### src/rtl/lprs_pkg.sv
`default_nettype none
package lprs_pkg;

	localparam int unsigned CLEAR_PAGES_DEF   = 9;
	localparam int unsigned CLEAR_COLUMNS_DEF = 132;

	localparam int unsigned QUEUE_DEPTH = 2;

	localparam logic [7:0] MAX_PAINT_COLUMNS = 8'd132;
	localparam logic [3:0] MAX_PAINT_PAGES   = 4'd8;

	localparam logic [1:0] OP_INIT  = 2'd0;
	localparam logic [1:0] OP_CLEAR = 2'd1;
	localparam logic [1:0] OP_PAINT = 2'd2;
	localparam logic [1:0] OP_NONE  = 2'd3;

	localparam logic [1:0] KIND_INIT = 2'd0;
	localparam logic [1:0] KIND_ADDR = 2'd1;
	localparam logic [1:0] KIND_DATA = 2'd2;

	localparam logic [2:0] CFG_PAINT_COLUMNS  = 3'd0;
	localparam logic [2:0] CFG_PAINT_PAGES    = 3'd1;
	localparam logic [2:0] CFG_RESISTOR_RATIO = 3'd2;
	localparam logic [2:0] CFG_VOLUME_LEVEL   = 3'd3;
	localparam logic [2:0] CFG_SCROLL_START   = 3'd4;

	localparam logic [7:0] RST_PAINT_COLUMNS  = 8'd128;
	localparam logic [3:0] RST_PAINT_PAGES    = 4'd8;
	localparam logic [2:0] RST_RESISTOR_RATIO = 3'd5;
	localparam logic [5:0] RST_VOLUME_LEVEL   = 6'd34;
	localparam logic [5:0] RST_SCROLL_START   = 6'd48;

	localparam logic [7:0] CMD_SYS_RESET    = 8'hE2;
	localparam logic [7:0] CMD_SEG_REVERSE  = 8'hA1;
	localparam logic [7:0] CMD_COM_REVERSE  = 8'hC8;
	localparam logic [7:0] CMD_BIAS         = 8'hA2;
	localparam logic [7:0] CMD_POWER_ON     = 8'h2F;
	localparam logic [7:0] CMD_RATIO        = 8'h20;
	localparam logic [7:0] CMD_VOLUME       = 8'h81;
	localparam logic [7:0] CMD_NORMAL       = 8'hA6;
	localparam logic [7:0] CMD_SCROLL       = 8'h40;
	localparam logic [7:0] CMD_ALL_PIX_OFF  = 8'hA4;
	localparam logic [7:0] CMD_DISPLAY_ON   = 8'hAF;
	localparam logic [7:0] CMD_PAGE         = 8'hB0;
	localparam logic [7:0] CMD_COL_HIGH     = 8'h10;
	localparam logic [7:0] CMD_COL_LOW      = 8'h00;

	localparam logic [3:0] INIT_LAST_IDX = 4'd11;
	localparam logic [3:0] ADDR_LAST_IDX = 4'd3;

	typedef struct packed {
		logic [7:0] paint_columns;
		logic [3:0] paint_pages;
		logic [2:0] resistor_ratio;
		logic [5:0] volume_level;
		logic [5:0] scroll_start;
	} cfg_t;

	typedef struct packed {
		logic [1:0] kind;
		logic [3:0] page;
		logic [7:0] data;
	} desc_t;

	function automatic logic [7:0] init_byte(logic [3:0] idx, logic [2:0] ratio,
			logic [5:0] vol, logic [5:0] scroll);
		logic [7:0] b;
		unique case (idx)
			4'd0:    b = CMD_SYS_RESET;
			4'd1:    b = CMD_SEG_REVERSE;
			4'd2:    b = CMD_COM_REVERSE;
			4'd3:    b = CMD_BIAS;
			4'd4:    b = CMD_POWER_ON;
			4'd5:    b = CMD_RATIO | {5'd0, ratio};
			4'd6:    b = CMD_VOLUME;
			4'd7:    b = {2'd0, vol};
			4'd8:    b = CMD_NORMAL;
			4'd9:    b = CMD_SCROLL | {2'd0, scroll};
			4'd10:   b = CMD_ALL_PIX_OFF;
			default: b = CMD_DISPLAY_ON;
		endcase
		return b;
	endfunction

endpackage
`default_nettype wire

### src/rtl/lprs_front.sv
`default_nettype none
module lprs_front #(
	parameter int unsigned CLEAR_PAGES   = lprs_pkg::CLEAR_PAGES_DEF,
	parameter int unsigned CLEAR_COLUMNS = lprs_pkg::CLEAR_COLUMNS_DEF
) (
	input  wire logic            clk,
	input  wire logic            arst_n,
	input  wire logic            s_tvalid,
	output logic                 s_tready,
	input  wire logic [7:0]      s_tdata,
	input  wire logic [2:0]      s_tuser,
	input  wire lprs_pkg::cfg_t  cfg,
	input  wire logic            q_full,
	output logic                 q_push,
	output lprs_pkg::desc_t      q_desc
);

	localparam logic [4:0] ClearPages   = 5'(CLEAR_PAGES);
	localparam logic [7:0] ClearColumns = 8'(CLEAR_COLUMNS);

	logic [3:0] page_q;
	logic [7:0] col_q;
	logic [1:0] op;
	logic       start;
	logic       accept;
	logic [4:0] pages;
	logic [7:0] cols;
	logic [7:0] data;
	logic       restart;
	logic [3:0] page0;
	logic [7:0] col0;
	logic [8:0] col_inc;
	logic [4:0] page_inc;
	logic [3:0] page_nxt;
	logic [7:0] col_nxt;

	assign op       = s_tuser[1:0];
	assign start    = s_tuser[2];
	assign s_tready = !q_full;
	assign accept   = s_tvalid && s_tready;

	always_comb begin
		if (op == lprs_pkg::OP_CLEAR) begin
			pages = ClearPages;
			cols  = ClearColumns;
			data  = 8'd0;
		end else begin
			if (cfg.paint_pages == 4'd0) begin
				pages = 5'd1;
			end else if (cfg.paint_pages > lprs_pkg::MAX_PAINT_PAGES) begin
				pages = {1'b0, lprs_pkg::MAX_PAINT_PAGES};
			end else begin
				pages = {1'b0, cfg.paint_pages};
			end
			if (cfg.paint_columns == 8'd0) begin
				cols = 8'd1;
			end else if (cfg.paint_columns > lprs_pkg::MAX_PAINT_COLUMNS) begin
				cols = lprs_pkg::MAX_PAINT_COLUMNS;
			end else begin
				cols = cfg.paint_columns;
			end
			data = s_tdata;
		end
	end

	assign restart  = start || ({1'b0, page_q} >= pages) || (col_q >= cols);
	assign page0    = restart ? 4'd0 : page_q;
	assign col0     = restart ? 8'd0 : col_q;
	assign col_inc  = {1'b0, col0} + 9'd1;
	assign page_inc = {1'b0, page0} + 5'd1;

	always_comb begin
		if (col_inc >= {1'b0, cols}) begin
			col_nxt  = 8'd0;
			page_nxt = (page_inc >= pages) ? 4'd0 : page_inc[3:0];
		end else begin
			col_nxt  = col_inc[7:0];
			page_nxt = page0;
		end
	end

	assign q_push      = accept && (op != lprs_pkg::OP_NONE);
	assign q_desc.kind = (op == lprs_pkg::OP_INIT) ? lprs_pkg::KIND_INIT :
		((col0 == 8'd0) ? lprs_pkg::KIND_ADDR : lprs_pkg::KIND_DATA);
	assign q_desc.page = page0;
	assign q_desc.data = data;

	always_ff @(posedge clk or negedge arst_n) begin
		if (!arst_n) begin
			page_q <= 4'd0;
			col_q  <= 8'd0;
		end else if (accept) begin
			unique case (op)
				lprs_pkg::OP_INIT: begin
					page_q <= 4'd0;
					col_q  <= 8'd0;
				end
				lprs_pkg::OP_CLEAR, lprs_pkg::OP_PAINT: begin
					page_q <= page_nxt;
					col_q  <= col_nxt;
				end
				default: begin
					page_q <= page_q;
					col_q  <= col_q;
				end
			endcase
		end
	end

endmodule
`default_nettype wire

### src/rtl/lprs_queue.sv
`default_nettype none
module lprs_queue (
	input  wire logic            clk,
	input  wire logic            arst_n,
	input  wire logic            push,
	input  wire lprs_pkg::desc_t push_desc,
	output logic                 full,
	input  wire logic            pop,
	output logic                 head_valid,
	output lprs_pkg::desc_t      head_desc
);

	localparam int unsigned Depth  = lprs_pkg::QUEUE_DEPTH;
	localparam int unsigned PtrW   = (Depth > 1) ? $clog2(Depth) : 1;
	localparam int unsigned CountW = $clog2(Depth + 1);

	lprs_pkg::desc_t    mem_q [Depth];
	logic [PtrW-1:0]    wr_ptr_q;
	logic [PtrW-1:0]    rd_ptr_q;
	logic [CountW-1:0]  count_q;
	logic               do_push;
	logic               do_pop;

	assign full       = (count_q == CountW'(Depth));
	assign head_valid = (count_q != '0);
	assign head_desc  = mem_q[rd_ptr_q];
	assign do_push    = push && !full;
	assign do_pop     = pop && head_valid;

	always_ff @(posedge clk) begin
		if (do_push) begin
			mem_q[wr_ptr_q] <= push_desc;
		end
	end

	always_ff @(posedge clk or negedge arst_n) begin
		if (!arst_n) begin
			wr_ptr_q <= '0;
			rd_ptr_q <= '0;
			count_q  <= '0;
		end else begin
			if (do_push) begin
				wr_ptr_q <= (wr_ptr_q == PtrW'(Depth - 1)) ? '0 : wr_ptr_q + PtrW'(1);
			end
			if (do_pop) begin
				rd_ptr_q <= (rd_ptr_q == PtrW'(Depth - 1)) ? '0 : rd_ptr_q + PtrW'(1);
			end
			unique case ({do_push, do_pop})
				2'b10:   count_q <= count_q + CountW'(1);
				2'b01:   count_q <= count_q - CountW'(1);
				default: count_q <= count_q;
			endcase
		end
	end

`ifndef ASSERT_OFF
	a_count_bound: assert property (@(posedge clk) disable iff (!arst_n)
		count_q <= CountW'(Depth))
		else $error("queue count exceeds depth");
	a_push_when_full: assert property (@(posedge clk) disable iff (!arst_n)
		push |-> !full || pop)
		else $error("item pushed into a full queue");
	a_pop_moves: assert property (@(posedge clk) disable iff (!arst_n)
		(do_pop && !do_push) |=> count_q == $past(count_q) - CountW'(1))
		else $error("pop did not reduce the queue count");
`endif

endmodule
`default_nettype wire

### src/rtl/lprs_back.sv
`default_nettype none
module lprs_back (
	input  wire logic            clk,
	input  wire logic            arst_n,
	input  wire lprs_pkg::cfg_t  cfg,
	input  wire logic            head_valid,
	input  wire lprs_pkg::desc_t head_desc,
	output logic                 pop,
	output logic                 m_tvalid,
	input  wire logic            m_tready,
	output logic [7:0]           m_tdata,
	output logic                 m_tuser,
	output logic                 m_tlast
);

	logic [3:0] idx_q;
	logic [3:0] eff_idx;
	logic [7:0] byte_nxt;
	logic       is_data_nxt;
	logic       last_nxt;
	logic       emit;
	logic       out_valid_q;
	logic [7:0] out_byte_q;
	logic       out_is_data_q;
	logic       out_last_q;

	assign eff_idx = (head_desc.kind == lprs_pkg::KIND_DATA) ? lprs_pkg::ADDR_LAST_IDX : idx_q;

	always_comb begin
		unique case (head_desc.kind)
			lprs_pkg::KIND_INIT: begin
				byte_nxt    = lprs_pkg::init_byte(eff_idx, cfg.resistor_ratio,
					cfg.volume_level, cfg.scroll_start);
				is_data_nxt = 1'b0;
				last_nxt    = (eff_idx == lprs_pkg::INIT_LAST_IDX);
			end
			default: begin
				unique case (eff_idx[1:0])
					2'd0:    byte_nxt = lprs_pkg::CMD_PAGE | {4'd0, head_desc.page};
					2'd1:    byte_nxt = lprs_pkg::CMD_COL_HIGH;
					2'd2:    byte_nxt = lprs_pkg::CMD_COL_LOW;
					default: byte_nxt = head_desc.data;
				endcase
				is_data_nxt = (eff_idx == lprs_pkg::ADDR_LAST_IDX);
				last_nxt    = (eff_idx == lprs_pkg::ADDR_LAST_IDX);
			end
		endcase
	end

	assign emit = head_valid && (!out_valid_q || m_tready);
	assign pop  = emit && last_nxt;

	always_ff @(posedge clk or negedge arst_n) begin
		if (!arst_n) begin
			idx_q       <= 4'd0;
			out_valid_q <= 1'b0;
		end else begin
			if (emit) begin
				idx_q <= last_nxt ? 4'd0 : eff_idx + 4'd1;
			end
			if (emit) begin
				out_valid_q <= 1'b1;
			end else if (m_tready) begin
				out_valid_q <= 1'b0;
			end
		end
	end

	always_ff @(posedge clk) begin
		if (emit) begin
			out_byte_q    <= byte_nxt;
			out_is_data_q <= is_data_nxt;
			out_last_q    <= last_nxt;
		end
	end

	assign m_tvalid = out_valid_q;
	assign m_tdata  = out_byte_q;
	assign m_tuser  = out_is_data_q;
	assign m_tlast  = out_last_q;

`ifndef ASSERT_OFF
	a_idx_range: assert property (@(posedge clk) disable iff (!arst_n)
		idx_q <= lprs_pkg::INIT_LAST_IDX)
		else $error("byte index out of range");
	a_addr_idx: assert property (@(posedge clk) disable iff (!arst_n)
		head_valid && head_desc.kind != lprs_pkg::KIND_INIT |-> idx_q <= lprs_pkg::ADDR_LAST_IDX)
		else $error("address sequence index out of range");
	a_pop_resets_idx: assert property (@(posedge clk) disable iff (!arst_n)
		pop |=> idx_q == 4'd0 && m_tvalid && m_tlast)
		else $error("item retired without a final byte");
`endif

endmodule
`default_nettype wire

### src/rtl/lcd_page_refresh_sequencer.sv
`default_nettype none
// Byte sequencer for a page-organized monochrome LCD on an SPI link.
// The slave stream takes one item per handshake: s_tuser holds the operation
// (init, clear byte, paint byte) and the start-of-frame flag, s_tdata the pixel
// byte. The master stream gives one byte per handshake, with m_tuser high for
// display data and m_tlast on the final byte that an item causes.
// The configuration channel writes the paint window, contrast ratio, volume
// and scroll line; it is always ready. The user must see that it is written
// only while the block is idle; the block does not enforce it. The front
// keeps the page and column position and turns each item into a descriptor
// in a two-entry queue. The back expands descriptors into bytes through a
// single output register, one byte per cycle while the receiver is ready. An
// item is taken in the cycle it is offered while the queue has room; its first
// byte passes a queue entry and the output register. A data byte in a page
// gives one byte, one at column zero adds page and column commands first, and
// init twelve bytes. A stall holds the output register, fills the queue and
// drops s_tready. Reset clears position, queue, output valid, loads cfg defaults.
module lcd_page_refresh_sequencer #(
	parameter int unsigned CLEAR_PAGES   = lprs_pkg::CLEAR_PAGES_DEF,
	parameter int unsigned CLEAR_COLUMNS = lprs_pkg::CLEAR_COLUMNS_DEF
) (
	input  wire logic       clk,
	input  wire logic       arst_n,
	input  wire logic       s_tvalid,
	output logic            s_tready,
	input  wire logic [7:0] s_tdata,   // pixel_byte
	input  wire logic [2:0] s_tuser,   // operation[1:0], start_frame[2]
	output logic            m_tvalid,
	input  wire logic       m_tready,
	output logic [7:0]      m_tdata,   // byte_value
	output logic            m_tuser,   // is_data
	output logic            m_tlast,
	input  wire logic       cfg_valid,
	output logic            cfg_ready,
	input  wire logic [2:0] cfg_index,
	input  wire logic [7:0] cfg_data
);

	lprs_pkg::cfg_t  cfg_q;
	lprs_pkg::desc_t push_desc;
	lprs_pkg::desc_t head_desc;
	logic            q_full;
	logic            q_push;
	logic            q_pop;
	logic            head_valid;

	assign cfg_ready = 1'b1;

	always_ff @(posedge clk or negedge arst_n) begin
		if (!arst_n) begin
			cfg_q.paint_columns  <= lprs_pkg::RST_PAINT_COLUMNS;
			cfg_q.paint_pages    <= lprs_pkg::RST_PAINT_PAGES;
			cfg_q.resistor_ratio <= lprs_pkg::RST_RESISTOR_RATIO;
			cfg_q.volume_level   <= lprs_pkg::RST_VOLUME_LEVEL;
			cfg_q.scroll_start   <= lprs_pkg::RST_SCROLL_START;
		end else if (cfg_valid && cfg_ready) begin
			unique case (cfg_index)
				lprs_pkg::CFG_PAINT_COLUMNS:  cfg_q.paint_columns  <= cfg_data;
				lprs_pkg::CFG_PAINT_PAGES:    cfg_q.paint_pages    <= cfg_data[3:0];
				lprs_pkg::CFG_RESISTOR_RATIO: cfg_q.resistor_ratio <= cfg_data[2:0];
				lprs_pkg::CFG_VOLUME_LEVEL:   cfg_q.volume_level   <= cfg_data[5:0];
				lprs_pkg::CFG_SCROLL_START:   cfg_q.scroll_start   <= cfg_data[5:0];
				default:                      cfg_q                <= cfg_q;
			endcase
		end
	end

	lprs_front #(
		.CLEAR_PAGES   (CLEAR_PAGES),
		.CLEAR_COLUMNS (CLEAR_COLUMNS)
	) u_front (
		.clk      (clk),
		.arst_n   (arst_n),
		.s_tvalid (s_tvalid),
		.s_tready (s_tready),
		.s_tdata  (s_tdata),
		.s_tuser  (s_tuser),
		.cfg      (cfg_q),
		.q_full   (q_full),
		.q_push   (q_push),
		.q_desc   (push_desc)
	);

	lprs_queue u_queue (
		.clk        (clk),
		.arst_n     (arst_n),
		.push       (q_push),
		.push_desc  (push_desc),
		.full       (q_full),
		.pop        (q_pop),
		.head_valid (head_valid),
		.head_desc  (head_desc)
	);

	lprs_back u_back (
		.clk        (clk),
		.arst_n     (arst_n),
		.cfg        (cfg_q),
		.head_valid (head_valid),
		.head_desc  (head_desc),
		.pop        (q_pop),
		.m_tvalid   (m_tvalid),
		.m_tready   (m_tready),
		.m_tdata    (m_tdata),
		.m_tuser    (m_tuser),
		.m_tlast    (m_tlast)
	);

endmodule
`default_nettype wire
### config.mk
export PLATFORM = sky130hd
export DESIGN_NAME = lcd_page_refresh_sequencer
export DESIGN_NICKNAME = d
export VERILOG_FILES = /design/src/rtl/lprs_pkg.sv /design/src/rtl/lprs_front.sv /design/src/rtl/lprs_queue.sv /design/src/rtl/lprs_back.sv /design/src/rtl/lcd_page_refresh_sequencer.sv
export SDC_FILE = /design/constraint.sdc
export NUM_CORES = 1
export LEC_CHECK = 0
export BUFFER_PORTS_ARGS = -buffer_cell sky130_fd_sc_hd__clkbuf_2
export CORE_ASPECT_RATIO = 0.8
export CORE_MARGIN = 8
export CORE_UTILIZATION = 28
export DETAILED_ROUTE_END_ITERATION = 8
export GPL_ROUTABILITY_DRIVEN = 0
export GPL_TIMING_DRIVEN = 0
export MAX_ROUTING_LAYER = met4
export SYNTH_ARGS = -nofsm -noshare
export SYNTH_HDL_FRONTEND = slang
export SYNTH_HIERARCHICAL = 1
export SYNTH_SLANG_ARGS = --single-unit
### constraint.sdc
create_clock -name clk -period 5.8 [get_ports clk]
set_input_delay 0.29 -clock clk [delete_from_list [all_inputs] [get_ports clk]]
set_output_delay 0.29 -clock clk [all_outputs]
set_load 0.05 [all_outputs]
[Yosys cells after proc, flatten, opt, wreduce, memory -nomap -nowiden]
Memories as Yosys holds them, arrays and structs flattened.
Cells that the tools add are included.
Operators by class
  equal/unequal tests: 24
  add/sub/neg operators: 7
  order comparisons: 6
  reduce and logical (&&, ||, !) cells: 30
  multiplexer cells: 29
Operators with widths (number)
  8-bit one-hot mux with 11 select lines: 1
  8-bit 2-to-1 mux: 7
  4-bit 2-to-1 mux: 6
  8-bit one-hot mux with 3 select lines: 1
  4-bit by 3-bit == test with 1-bit output, second input constant: 4
  4-bit == test, second input constant: 4
  8-bit zero test: 2
  8-bit one-hot mux with 2 select lines: 1
  2-bit AND reduction: 6
  2-bit == test, second input constant: 5
  5-bit 2-to-1 mux: 2
  8-bit by 1-bit adder with 9-bit output, second input constant: 1
  9-bit by 8-bit greater-or-equal comparator with 1-bit output: 1
  4-bit by 2-bit == test with 1-bit output, second input constant: 2
  8-bit greater-or-equal comparator: 1
  8-bit > comparator, second input constant: 1
  4-bit zero test: 2
  4-bit one-hot mux with 2 select lines: 1
  2-bit nonzero test: 4
  1-bit 2-to-1 mux: 7
  2-bit by 1-bit == test with 1-bit output, second input constant: 3
  3-bit by 2-bit == test with 1-bit output, second input constant: 2
  1-bit logical AND: 6
  2-bit zero test: 3
  other kinds (18): 23
Word-level totals
  memory bits (writable): 28
  input bits: 27
  memories: 1
  output and inout port bits: 13
  word-level logic and storage cells: 112
  register bits: 58
Memory list
  u_queue.mem_q: depth 2, bits a word 14, read ports 1, clocked after memory_dff 0, wr ports 1, line lprs_queue.sv:17  | lprs_pkg::desc_t mem_q [Depth];

[Logic depth before layout (Yosys ltp)]
Gate-level depths: netlist of run 1.
  word-level depth: 13
  mapped depth: 26
  mapped depth without buffers: 24

[Hierarchy]
Netlist of run 1, hierarchy kept.
Modules (own cells, without submodules)
  lprs_front: times used 1, area each 1705.4 um^2, sequential area each 300.3 um^2, cells each 204
  lprs_queue: times used 1, area each 1213.7 um^2, sequential area each 940.9 um^2, cells each 62
  lprs_back: times used 1, area each 1143.6 um^2, sequential area each 425.4 um^2, cells each 124
  lcd_page_refresh_sequencer: times used 1, area each 1073.5 um^2, sequential area each 685.7 um^2, cells each 62

[Least setup slack after synthesis of run 1]
Ideal clock, no wire load.
  path type: register to register
  start: reg cfg_q[25] in the netlist's numbering
  end: reg u_front.col_q[6]
  required time: 5734 ps
  path buffers: 2
  stages on the path, launching flop included: 24
  library setup time: 66 ps
  clock period less this slack: 4778 ps
  path slack: 1022 ps
  data arrival time: 4711 ps
  path through: dfrtp_1 > or4_1 > a211oi_1 > ha_1 > a211oi_1 > o21ai_1 > a41oi_2 > and2_1 > buf_2 > nand2_1 > inv_1 > ha_1 > nand3_1 > nor2_1 > xnor2_1 > nor2_1 > ha_1 > nand4_1 > nor2_1 > a2111oi_4 > o21ai_2 > buf_6 > o31ai_1 > a22o_1
Between the ends
  word-level cells in the longest chain between the ends: 11
  elaborated cells on any way between the ends: 12
  classes of those cells: add/sub: 1; order compare: 3; mux: 6; reduce/logical: 2
RTL lines
  start: declaration: line lcd_page_refresh_sequencer.sv:39  | lprs_pkg::cfg_t cfg_q;
  start signal: assignment: line lcd_page_refresh_sequencer.sv:63  | default: cfg_q <= cfg_q;
  8-bit > comparator: line lprs_front.sv:57  | end else if (cfg.paint_columns > lprs_pkg::MAX_PAINT_COLUMNS) begin
  8-bit 2-to-1 mux: line lprs_front.sv:57
  8-bit 2-to-1 mux (*): line lprs_front.sv:55  | if (cfg.paint_columns == 8'd0) begin
  8-bit 2-to-1 mux (*): line lprs_front.sv:43  | if (op == lprs_pkg::OP_CLEAR) begin
  8-bit greater-or-equal comparator: line lprs_front.sv:66  | assign restart = start || ({1'b0, page_q} >= pages) || (col_q >= cols);
  1-bit logical OR: line lprs_front.sv:66
  8-bit 2-to-1 mux: line lprs_front.sv:68  | assign col0 = restart ? 8'd0 : col_q;
  8-bit by 1-bit adder with 9-bit output: line lprs_front.sv:69  | assign col_inc = {1'b0, col0} + 9'd1;
  9-bit by 8-bit greater-or-equal comparator with 1-bit output: line lprs_front.sv:73  | if (col_inc >= {1'b0, cols}) begin
  8-bit 2-to-1 mux (*): line lprs_front.sv:73
  8-bit one-hot mux with 2 select lines (*): line lprs_front.sv:93  | unique case (op)
  end signal: assignment: line lprs_front.sv:100  | col_q <= col_nxt;
  end signal: assignment: line lprs_front.sv:104  | col_q <= col_q;
  end: declaration: line lprs_front.sv:22  | logic [7:0] col_q;
Every way passes the cells marked *; elsewhere a longest branch is shown, timed or not.
A chain may end at the register's enable or synchronous reset.

[Worst setup path after layout of run 1]
  start: reg cfg_q[25] in the netlist's numbering
  end: reg u_front.page_q[0]
Between the ends
  word-level cells in the longest chain between the ends: 12
  elaborated cells on any way between the ends: 16
  classes of those cells: add/sub: 2; order compare: 4; mux: 8; reduce/logical: 2
RTL lines
  8-bit > comparator: line lprs_front.sv:57
  8-bit 2-to-1 mux: line lprs_front.sv:57
  8-bit 2-to-1 mux (*): line lprs_front.sv:55
  8-bit 2-to-1 mux (*): line lprs_front.sv:43
  parallel branches: the longest is 6 deep, another holds 8-bit by 1-bit adder with 9-bit output
  4-bit 2-to-1 mux (*): line lprs_front.sv:73
  4-bit one-hot mux with 2 select lines (*): line lprs_front.sv:93
  end signal: assignment: line lprs_front.sv:99  | page_q <= page_nxt;
  end signal: assignment: line lprs_front.sv:103  | page_q <= page_q;
  end: declaration: line lprs_front.sv:21  | logic [3:0] page_q;
Mark *: on every way between the ends.

==> results of run 1 <==
[routing by layer]
| metal | vias to the layer above | global-route usage | wire, um |
|---|---|---|---|
| met1 | 1902 | 0.153 | 6320 |
| met3 | 14 | 0.0355 | 769 |
| li1 | 1797 | - | - |
| met4 | 0 | 0.0277 | 92 |
| met5 | - | - | 0 |
| met2 | 110 | 0.173 | 5570 |
[cell type report]
type / count / area, um^2 / share of cell area
inverter: 22 / 82.6 / 0.0137
buffer: 19 / 125 / 0.0208
tap: 230 / 288 / 0.0479
sequential: 86 / 2350 / 0.391
timing repair buffer: 42 / 235 / 0.0391
clock inverter: 6 / 110 / 0.0183
clock buffer: 10 / 229 / 0.0381
multi-input combinational: 325 / 2590 / 0.431
[state kept, by name, summed over array words and instances (netlist names), 2 cells and up]
signal and flops:
u_queue/mem_q 28, u_back/idx_q 4, u_front/page_q 4, u_front/col_q 8
u_queue/count_q 2, u_back/m_tdata 8, cfg_q 27
[worst reg2reg max path: stages, from the launching register on]
cell       delay [ps]
dfrtp_1           390
or4_1             630
a211oi_2          340
ha_1              300
a211oi_1          230
o21ai_1           140
a41oi_2           150
buf_4             170
and2_1            120
buf_2             200
nand2_1           110
inv_1             100
ha_1              280
nand3_1           180
nor2_2            200
xnor2_1           140
nor2_1             60
ha_1              290
nand4_1           110
nor2_1             90
a2111oi_4         430
nor2_1            180
o221ai_1          330
a22oi_1           160
[kinds of logic (layout without fill, tap and decap cells)]
logic type	count (synthesis)	in the layout	share of synthesized area
AND/OR/NAND/NOR	133	133	0.143
AO/OA/AOI/OAI	101	101	0.158
flip-flops	86	86	0.458
multiplexers	42	42	0.0921
buffers and inverters	41	99	0.0402
adder cells (fa/ha/maj)	35	35	0.0853
XOR/XNOR	13	13	0.0222
other	1	1	0.000730
[stage by stage]
stage               TNS, ps  utilization  hold slack (ps)  std cells  instance area (um^2)
floorplan                 0            -            -5.59        452                  5140
global placement          0        0.311              475        720                  5610
detailed placement        0        0.311              480        720                  5610
CTS                       0        0.330              172        736                  5950
global route          -29.0        0.333              181        740                  6010
finish                    0        0.333              182        740                  6010
[synthesized netlist by cell type (all sizes together) (3+ instances only)]
cell type / instances
o21ai: 18
edfxtp: 38
o2111ai: 3
a32oi: 3
inv: 21
a21o: 3
and3: 10
or2: 4
o21a: 5
a211oi: 6
a31oi: 6
a221oi: 7
buf: 17
nand2: 21
and2: 4
a22o: 7
o31ai: 6
ha: 35
nor3: 7
nor2b: 18
o41ai: 5
nand2b: 9
xnor2: 11
dfrtp: 40
nand3: 9
a21oi: 11
nor2: 41
mux2: 42
dfstp: 8
[path summary, 6_finish.rpt]
path,to,slack (ps),depth (start not counted)
setup / recovery,u_front/page_q[0],350,23
hold / removal,cfg_q[26],180,2
setup reg to reg,u_front/page_q[0],350,23
hold reg to reg,u_queue/count_q[1],490,1
max in group asynchronous,cfg_q[7],4850,3
min in group asynchronous,u_back/idx_q[1],370,2
[power by group through the flow]
stage          clock network [mW]  logic, mW  registers (mW)
2_1_floorplan                   0      0.776            1.05
3_3_place_gp                    0       1.17           0.924
3_5_place_dp                    0       1.20           0.932
6_report                    0.666       1.23           0.920
5_1_grt                     0.706       1.33           0.937
4_1_cts                     0.677       1.21           0.921
[what timing repair did]
action / in CTS / in global routing
gates resized for setup: 0 / 5
hold buffers: 0 / 1
setup buffers: 0 / 2
endpoints found under the setup margin: 0 / 12
endpoints found under the hold margin: 0 / 9
==> results by group, run 1 <==
Run status
  • Status: complete, no violations

STA
  • Final hold vios: 0
  • Final period demand of the worst path: 5450 ps
  • Final Skew: 8.99 ps
  • Tcrit/Tclk final: 0.940
  • Final setup violation count: 0
  • Final Slew Violations: 0
  • Fmax: 183 MHz
  • Actual slew at the worst max-slew pin: 1310 ps
  • Max-slew headroom: 0.125
  • Fin worst setup slack: 347 ps

Detailed routing
  • Vias: 3,823
  • Drt pass-1 iters: 5
  • Routed len/inst: 17.2 um
  • Residual DRC: 0
  • Final wirelength: 12.7 mm
  • Drt initial violations: 281
  • Number of vias per cell: 5.17
  • Routed Antenna Nets: 0

Finish
  • Commonest non-fill, non-tap cell in the layout: mux2_2
  • Layout cell share with drive strength beyond 1: 0.290
  • N_diodes: 0
  • Most frequent cells in the layout: 42 x mux2_2, 40 x dfrtp_1, 39 x nor2_1
  • Area grow syn2layout: 17.0%
  • Fillers: about 1,800
  • Net count, final: 567

Clock tree
  • CTS buffer count: 9
  • Htree depth: 3
  • CTS tree: yes
  • # clock sinks: 86
  • Later-pin clock latency in the skew report: 340 ps
  • Root Driver: clkbuf_16
  • Clock slew at reported path FFs: 70 ps
  • CTS Buffer Depth: 2

Power and ir drop
  • Worst IR drop on VDD: 213 uV
  • P_leak: ~2.5 nW
  • Internal power: 1.71 mW
  • Sw Share: 0.393
  • Total power: 2.81 mW
  • Reg power frac: 0.327
  • P_sw: 1.10 mW
  • Power density over the cells: 468 mW/mm^2
  • Clk pwr share: 0.237
  • Gate power share: 0.436

Yosys
  • Post-synth EDFFs: 38
  • Ys Warns: 6
  • Post-Syn Area per Cell: around 11 um^2
  • Synthesized cell area: between 0.005 and 0.006 mm^2
  • Yosys top cell by area: edfxtp_1
  • Sequential share of the synthesized area: 0.458
  • Post-Syn Nets: between 500 and 600
  • Post-synthesis async set-or-reset flop share: 0.558
  • Netlist cell types: 71
  • Largest cells by area after synthesis: edfxtp_1 22%, dfrtp_1 19%, mux2_2 9.2%, ha_1 8.5%, dfstp_2 4.1%
  • Primary FF master, synth: dfrtp_1
  • Synthesis-stage register bit count: 86
  • Syn Inst Count: 452
  • Area share of the leading cell type in the synthesized netlist: 0.222

Setup path
  • Critical path type: reg -> reg
  • CP peak stage delay: around 630 ps
  • Critical path peak fanout: 9
  • Crit path DAT: 5660 ps
  • Crit path buffers/inverters: 3
  • Worst endpoint required time: about 6000 ps
  • Crit. End Element: flip-flop
  • Worst r2r src: cfg_q[25]
  • Setup crit start kind: flip-flop
  • Crit-path cells: or4_1 > a211oi_2 > ha_1 > a211oi_1 > o21ai_1 > a41oi_2 > buf_4 > and2_1 > buf_2 > nand2_1 > inv_1 > ha_1 > nand3_1 > nor2_2 > xnor2_1 > nor2_1 > ha_1 > nand4_1 > nor2_1 > a2111oi_4 > nor2_1 > o221ai_1 > a22oi_1
  • CP Launch Point: cfg_q[25]
  • Slowest-stage cell, CP: or4_1
  • Cell family with most CP delay: compound AO/OA/AOI/OAI gates

Global route
  • First-pass GRT wire length: 20.7 mm
  • Largest net degree at the start of global routing: 49
  • Vias in the first global route: between 3,000 and 4,000
  • GRT Resource Usage Total: 0.117
  • Grt total ovfl: 0
  • Initial antenna violation count: 0

Floorplanning
  • Initial core utilization: 0.284
  • Cell Rows: 44
  • Top-Level Pins: 40
  • Core Area: 0.0181 mm^2
  • Die Span Y: roughly 140 um
  • Die width: 167 um
  • Total Die Area: 0.0230 mm^2

Worst hold path
  • Kind of path behind the tightest hold check: in -> reg
  • Worst hold path startpoint: cfg_data[7]

Placement
  • Post-DP HPWL: 9.54 mm
  • Port bufs: 38
  • Post-place setup slack: 23.1 ps

Flow run
  • Max-cap viol count: 0
Power figures use the tool's default switching activity.
==> run 2: changes to the inputs <==
- SETUP_SLACK_MARGIN: default -> 0.5
- SLEW_MARGIN: default -> 15
==> results by group, run 2 (same netlist as run 1, synthesis figures left out) <==
STA
  • Final hold vios: 0
  • Actual slew at the worst max-slew pin: 761 ps
  • Final Slew Violations: 0
  • Tcrit/Tclk final: 0.871
  • Setup repair after global routing missed its margin: false
  • Final Skew: 8.89 ps
  • Final setup violation count: 0
  • Setup TNS: 0 ps
  • Max-slew headroom: 0.492
  • Fmax: 198 MHz
  • Final period demand of the worst path: between 5000 and 6000 ps

Floorplanning
  • Total Die Area: about 0.023 mm^2
  • Core Area: ~0.018 mm^2
  • Die Span Y: approximately 140 um
  • Die width: roughly 170 um
  • Initial core utilization: 0.284
  • Top-Level Pins: 40
  • Cell Rows: 44

Global route
  • Grt total ovfl: 0
  • First-pass GRT wire length: 20.7 mm
  • Largest net degree at the start of global routing: 49
  • Initial antenna violation count: 0
  • GRT Resource Usage Total: 0.116
  • Vias in the first global route: 3,912

Setup path
  • CP Launch Point: cfg_q[25]
  • Worst R2R Setup Slack: 750 ps
  • Crit. End Element: flip-flop
  • Critical path type: reg -> reg
  • Worst endpoint required time: 6080 ps
  • Crit path DAT: 5330 ps
  • Critical path peak fanout: 10
  • Setup crit start kind: flip-flop
  • Worst r2r src: cfg_q[25]

Finish
  • FF+latch area: 0.00235 mm^2
  • Fillers: about 1,800
  • N_diodes: 0
  • Max reg flops: 28
  • Largest Register: u_queue/mem_q
  • Finished Core Util: 0.335
  • Multi-input logic area: 0.00264 mm^2
  • Most frequent cells in the layout: 42 x mux2_2, 40 x dfrtp_1, 38 x nor2_1, 38 x edfxtp_1, 37 x clkbuf_2
  • Top flop regs: u_queue/mem_q (28), cfg_q (27)
  • Area grow syn2layout: 17.7%
  • Commonest non-fill, non-tap cell in the layout: mux2_2
  • Net count, final: between 500 and 600
  • Layout cell share with drive strength beyond 1: 0.306

Power and ir drop
  • Clk pwr share: 0.236
  • P_leak: 2.47 nW
  • Power density over the cells: 466 mW/mm^2
  • Gate power share: 0.437
  • Worst IR drop on VDD: about 210 uV
  • Internal power: 1.72 mW
  • Reg power frac: 0.327
  • P_sw: 1.10 mW
  • Sw Share: 0.391

Detailed routing
  • Metal3 WL: 825 um
  • Routed len/inst: around 17 um
  • Drt initial violations: 328
  • Top sig layer: met4
  • Met2 wire len: between 5 and 6 mm
  • Routed Antenna Nets: 0
  • Routed metal-1 wirelength: 6.30 mm
  • Vias: 3,792
  • Final wirelength: 12.7 mm
  • Residual DRC: 0
  • Drt pass-1 iters: 5
  • Number of vias per cell: 5.12

Placement
  • Post-DP HPWL: 9.52 mm
  • Port bufs: 38

Flow run
  • Max-cap viol count: 0

Clock tree
  • CTS Buffer Depth: 2
  • Root Driver: clkbuf_16
  • # clock sinks: 86
  • Clock slew at reported path FFs: 70 ps
  • Later-pin clock latency in the skew report: ~340 ps
  • Htree depth: 3
  • CTS buffer count: 9
  • CTS tree: yes

Run status
  • Status: complete, no violations

Worst hold path
  • Kind of path behind the tightest hold check: in -> async
run 2: layout make-up:
type,count,area share
Sequential cell,86,0.389
Inverter,22,0.0137
Clock buffer,10,0.0379
Multi-Input combinational cell,325,0.436
Tap cell,230,0.0476
Buffer,19,0.0211
Timing Repair Buffer,42,0.0368
Clock inverter,6,0.0182
run 2: power by group through the flow:
stage | combinational (mW) | sequential (mW) | clock [mW]
after detailed placement | 1.20 | 0.932 | 0
after CTS | 1.22 | 0.922 | 0.681
after global routing | 1.34 | 0.940 | 0.707
after floorplan | 0.776 | 1.05 | 0
final | 1.23 | 0.922 | 0.665
after global placement | 1.17 | 0.924 | 0
run 2: worst max-delay path, cell delays in order (launching register included):
cell	delay [ps]
dfrtp_1	400
or4_4	580
a211oi_4	300
ha_1	290
a211oi_1	230
o21ai_1	140
a41oi_2	260
and2_1	160
clkbuf_4	200
nand2_1	100
inv_2	90
ha_4	170
nand3_2	130
nor2_4	140
xnor2_1	120
nor2_1	60
ha_1	290
nand4_1	110
nor2_1	80
a2111oi_4	420
o21ai_2	150
buf_6	180
o31ai_1	210
a22o_1	180
run 2: path summary, 6_finish.rpt:
path	end	depth (start not counted)
setup / recovery	u_front/col_q[6]	23
hold / removal	u_back/idx_q[1]	1
setup reg to reg	u_front/col_q[6]	23
hold reg to reg	u_queue/count_q[1]	1
max in group asynchronous	cfg_q[23]	1
min in group clk	cfg_q[26]	2
run 2: stage by stage:
step	worst slack [ps]	std cells	power, mW	area (um^2)	hold slack, ps
finish	746	740	2.82	6050	25.5
global route	511	740	2.99	6050	82.1
CTS	522	738	2.82	5980	45.2
detailed placement	51.1	720	2.14	5620	420
global placement	185	720	2.09	5610	475
floorplan	1020	452	1.82	5140	-5.59
run 2: per-layer routing:
metal  up-vias  global-route usage
met5         -                   -
met2       123               0.171
met4         0              0.0327
li1       1799                   -
met1      1854               0.155
met3        16              0.0308
run 2: repair_timing:
item | in CTS | in global routing
buffers inserted | 2 | 2
pin swaps | 3 | 5
cloned | 0 | 0
resized for setup | 3 | 13
endpoints found under the setup margin | 12 | 12
hold buffers | 0 | 0
